## src/rtl/core/nps_pkg.sv

```systemverilog
`timescale 1ns / 1ps

package nps_pkg;

    localparam int MAX_PIECES = 64;
    localparam int MAX_DIM    = 1024;

    localparam int POS_W  = 11;
    localparam int PCNT_W = $clog2(MAX_PIECES + 1);
    localparam int PIDX_W = (MAX_PIECES > 1) ? $clog2(MAX_PIECES) : 1;
    localparam int ADDR_W = $clog2(MAX_DIM + 1);
    localparam int X_W    = $clog2(MAX_DIM + 2);

    localparam int S_TDATA_W  = 40;
    localparam int S_TUSER_W  = 2;
    localparam int M_TDATA_W  = 24;
    localparam int M_TUSER_W  = 2;
    localparam int CFG_ADDR_W = 3;
    localparam int CFG_DATA_W = 32;

    localparam logic [POS_W-1:0] STOCK_RESET = POS_W'(1024);
    localparam logic [POS_W-1:0] MIN_RESET   = '1;

    localparam logic KIND_LOAD   = 1'b0;
    localparam logic KIND_QUERY  = 1'b1;
    localparam logic AXIS_LENGTH = 1'b0;
    localparam logic AXIS_WIDTH  = 1'b1;

    localparam logic REG_STOCK_LENGTH = 1'b0;
    localparam logic REG_STOCK_WIDTH  = 1'b1;

    localparam logic [1:0] STATUS_BUILD  = 2'd0;
    localparam logic [1:0] STATUS_ANSWER = 2'd1;
    localparam logic [1:0] STATUS_EARLY  = 2'd2;

    typedef enum logic [3:0] {
        ST_IDLE,
        ST_QREAD,
        ST_QDONE,
        ST_BSTART,
        ST_XCHK,
        ST_FETCH,
        ST_LOOK,
        ST_TEST,
        ST_WRITE,
        ST_BDONE
    } state_t;

    typedef struct packed {
        logic ready;
        logic accept;
        logic q_out;
        logic b_start;
        logic x_begin;
        logic look;
        logic i_next;
        logic mark;
        logic x_write;
        logic axis_next;
        logic b_out;
    } cmd_t;

    typedef struct packed {
        logic in_query;
        logic in_last;
        logic x_over;
        logic axis_last;
        logic i_end;
        logic size_fit;
        logic size_exact;
        logic map_bit;
        logic out_free;
    } stat_t;

endpackage

```

## src/rtl/core/nps_ctrl.sv

```systemverilog
`timescale 1ns / 1ps

module nps_ctrl
    import nps_pkg::*;
(
    input  logic  aclk,
    input  logic  aresetn,
    input  logic  s_tvalid,
    input  stat_t stat,
    output cmd_t  cmd
);

    state_t state_reg;
    state_t state_next;

    always_ff @(posedge aclk) begin
        if (!aresetn) begin
            state_reg <= ST_IDLE;
        end else begin
            state_reg <= state_next;
        end
    end

    always_comb begin
        state_next = state_reg;
        case (state_reg)
            ST_IDLE: begin
                if (s_tvalid) begin
                    if (stat.in_query) begin
                        state_next = ST_QREAD;
                    end else if (stat.in_last) begin
                        state_next = ST_BSTART;
                    end
                end
            end
            ST_QREAD:  state_next = ST_QDONE;
            ST_QDONE: begin
                if (stat.out_free) begin
                    state_next = ST_IDLE;
                end
            end
            ST_BSTART: state_next = ST_XCHK;
            ST_XCHK: begin
                if (!stat.x_over) begin
                    state_next = ST_FETCH;
                end else if (stat.axis_last) begin
                    state_next = ST_BDONE;
                end else begin
                    state_next = ST_BSTART;
                end
            end
            ST_FETCH: begin
                state_next = stat.i_end ? ST_WRITE : ST_LOOK;
            end
            ST_LOOK: begin
                if (stat.size_fit && stat.size_exact) begin
                    state_next = ST_WRITE;
                end else if (stat.size_fit) begin
                    state_next = ST_TEST;
                end else begin
                    state_next = ST_FETCH;
                end
            end
            ST_TEST: begin
                state_next = stat.map_bit ? ST_WRITE : ST_FETCH;
            end
            ST_WRITE:  state_next = ST_XCHK;
            ST_BDONE: begin
                if (stat.out_free) begin
                    state_next = ST_IDLE;
                end
            end
            default:   state_next = ST_IDLE;
        endcase
    end

    always_comb begin
        cmd = '0;
        case (state_reg)
            ST_IDLE: begin
                cmd.ready  = 1'b1;
                cmd.accept = s_tvalid;
            end
            ST_QDONE:  cmd.q_out = stat.out_free;
            ST_BSTART: cmd.b_start = 1'b1;
            ST_XCHK: begin
                cmd.x_begin   = !stat.x_over;
                cmd.axis_next = stat.x_over && !stat.axis_last;
            end
            ST_LOOK: begin
                cmd.mark   = stat.size_fit && stat.size_exact;
                cmd.look   = stat.size_fit && !stat.size_exact;
                cmd.i_next = !stat.size_fit;
            end
            ST_TEST: begin
                cmd.mark   = stat.map_bit;
                cmd.i_next = !stat.map_bit;
            end
            ST_WRITE:  cmd.x_write = 1'b1;
            ST_BDONE:  cmd.b_out = stat.out_free;
            default:   cmd = '0;
        endcase
    end

endmodule

```

## config.mk

```make
export PLATFORM = sky130hd
export DESIGN_NAME = nps_ctrl
export DESIGN_NICKNAME = d
export VERILOG_FILES = /design/src/rtl/core/nps_pkg.sv /design/src/rtl/core/nps_ctrl.sv
export SDC_FILE = /design/constraint.sdc
export NUM_CORES = 1
export LEC_CHECK = 0
export BUFFER_PORTS_ARGS = -buffer_cell sky130_fd_sc_hd__buf_2
export CORE_AREA = 2 2 43 45
export CTS_CLUSTER_SIZE = 25
export DETAILED_ROUTE_END_ITERATION = 7
export DIE_AREA = 0 0 45 47
export MAX_ROUTING_LAYER = met4
export PLACE_DENSITY = 0.51
export SYNTH_ARGS = -nofsm -noshare
export SYNTH_HDL_FRONTEND = slang
export SYNTH_SLANG_ARGS = --single-unit
```

## constraint.sdc

```tcl
create_clock -name aclk -period 1.8 [get_ports aclk]
set_clock_uncertainty 0.1 [all_clocks]
set_input_delay 0.18 -clock aclk [delete_from_list [all_inputs] [get_ports aclk]]
set_output_delay 0.18 -clock aclk [all_outputs]
set_load 0.01 [all_outputs]
```

==> impl_metrics.ini <==
[power_and_ir_drop]
peakVddDrop_uv = 565.2
power-per-cell-area_nw_per_um2 = 1173
leakage_nw = 0.2695

[worst_setup_path]
cp_num_buf_inv = 1
crit_family = simple AND/OR/NAND/NOR gates
rr_endpoint = state_reg[1]
cp_cell_sequence = or2_4 -> nor4b_4 -> buf_2
end_kind = output port
reg2reg_from = state_reg[0]
r2r.worst_path.cells = 4
cp-start-kind = register
ff2ff_setup_slack_ns = 0.35
max_stage_delay_ns = 0.38
critPathKind = register to output port
cp_max_fo = 15
cp_slowest_cell = dfxtp_2
cp.arrival_ns = 1.39
cp_data_required_time_ns = 1.52

[synthesis]
synth_top_area_share_pct = 17.49
avgSynthCellArea_um2 = 8.177
syn_area_um2 = 457.9
synth_xor_area_share_pct = 0
postSynthCellCount = 56
synth_mux_area_share_pct = 0
ys_top_cells_by_count = nor2_1, a211oi_1, dfxtp_1, nor2b_1
synth_edf_count = 0
syn-num-nets = 68
synthAdderAreaFrac_pct = 0
synthArstFlopShare_pct = 0
yosysTopAreaCell = dfxtp_1
yosysWarnings = 0
seq_area_frac_synth_pct = 17.49
ys_types = 32
ys_ff_latch = 4
synth_area_leaders = dfxtp_1, a211oi_1, nor2b_1
synthSimpleGateAreaFrac_pct = 45.36
post-synth-top-count-cell = nor2_1
synth-compound-area-share_pct = 30.60
synth_top_family_by_area = simple AND/OR/NAND/NOR gates
ys.flop_type = dfxtp_1

[flow_run]
cap_viol_max_count = 0

[route]
drt_wl_total_mm = 1.209
num_vias = 508
first_pass_iters = 4
wl_per_cell_um = 12.86
drc = 0
ant_nets = 0
drt_iter0_drc = 9
viasPerCell = 5.404

[grt]
grt_pass1_wl_mm = 1.780
track_usage_pct = 12.18
antenna_found_initial = 0
grt_pass1_vias = 400
grt_max_degree = 16
grt-ovfl-total = 0

[sta]
setup_violations = 0
timing.final.crit_share_pct = 92.95
slew_headroom_pct = 77.25
timing.setup.tns_ns = 0
setup_ws_ns = 0.1270
worst_slew_pin_slew_ns = 0.3407
slew_viol_final = 0
hold_viol = 0
max_freq_mhz = 597.7
rsz0062_at_grt = false
finalCriticalPeriod_ns = 1.673

[min_path]
hold_class = primary input to register
hold_end = state_reg[2]
min_delay_path_depth = 2
hold_start = aresetn

[cts]
root_buffer = clkbuf_4
numCtsBuffers = 3
cts.sinks = 4
clk_latency_ns = 0.24
clk_pin_slew_ns = 0.04
hold_buffers = 0
htree_levels = 1
cts_tree = done
clk_path_buf_depth = 2

[floorplan]
fp-row-count = 15
die-area_um2 = 2115
start_util_pct = 27.73
pin_count = 23
die_x_um = 45
die_height_um = 47
coreArea_um2 = 1652

[layout]
diodes = 0
layout.nets = 91
nFillCells = 184
fin_area_um2 = 589.3
drive_gt1_share_pct = 42.86
area_delta_synth_final_pct = 28.69
largest_reg_flops = 4

[placement]
dp_worst_setup_slack_ns = 0.2505
hpwl_um = 899
placed_cell_area_um2 = 563.0
place.port_buffers = 22
place.gp.congestion = 0.7318

[run_status]
status = finished, final reports clean
-- layout make-up --
| type | count | area, µm² | share of cell area, % |
|---|---|---|---|
| Inverter | 1 | 3.754 | 0.6369 |
| Sequential cell | 4 | 83.83 | 14.23 |
| Timing Repair Buffer | 22 | 110.1 | 18.68 |
| Clock buffer | 3 | 22.52 | 3.822 |
| Tap cell | 17 | 21.27 | 3.609 |
| Multi-Input combinational cell | 47 | 347.8 | 59.02 |
-- worst max path at each step --
stage,from,to,slack (ns),depth (start not counted)
floorplan,state_reg[0],state_reg[1],0.40,4
global placement,state_reg[0],state_reg[1],0.25,4
detailed placement,state_reg[0],state_reg[1],0.25,4
CTS,state_reg[0],cmd[1],0.01,3
global route,state_reg[0],cmd[1],0.04,3
finish,state_reg[0],cmd[1],0.13,3
-- layout by cell type, fill, tap and decap left out, drive strengths merged, types with 2 or more instances in the layout --
master	count
buf	22
nor2b	4
a211oi	5
nand2b	3
nor3	2
nor2	6
nor3b	3
and3	2
clkbuf	3
a21oi	2
dfxtp	4
o21ai	2
nand3b	2
-- what timing repair did --
item	in CTS	in global routing
buffers inserted	0	0
endpoints found under the setup margin	0	4
gates resized for setup	0	3
-- per-stage QoR --
step                instances  utilization [%]  hold WS, ns  power [W]
CTS                        94            35.45      0.08981  0.0006941
global route               94            35.68      0.08904  0.0007559
finish                     94            35.68      0.08953  0.0006915
detailed placement         91            34.09       0.3362  0.0005741
global placement           91            34.09       0.3382  0.0005717
floorplan                  56                -       0.2079  0.0004779
-- metal layers --
layer | vias up | global-route usage (%) | wire length [µm]
met5 | - | - | 0
met4 | 0 | 5.294 | 8
met3 | 2 | 3.462 | 72
met2 | 19 | 14.86 | 500
met1 | 227 | 17.93 | 628
li1 | 260 | - | -
-- power breakdown --
part / leakage [nW] / switching (W) / internal, W / total [W]
clock network: 0.0138 / 0.0000387 / 0.0000747 / 0.000113
logic: 0.222 / 0.000179 / 0.000192 / 0.000371
registers: 0.0338 / 0.0000865 / 0.000121 / 0.000207
total: 0.270 / 0.000304 / 0.000388 / 0.000692
-- cell families (layout without fill, tap and decap cells) --
group | after synthesis | after routing
DFF | 4 | 4
and+or+nand+nor | 29 | 29
buffers and inverters | 5 | 26
AOI/OAI and AO/OA | 18 | 18
Note: power is estimated with default switching activity, not from simulation.
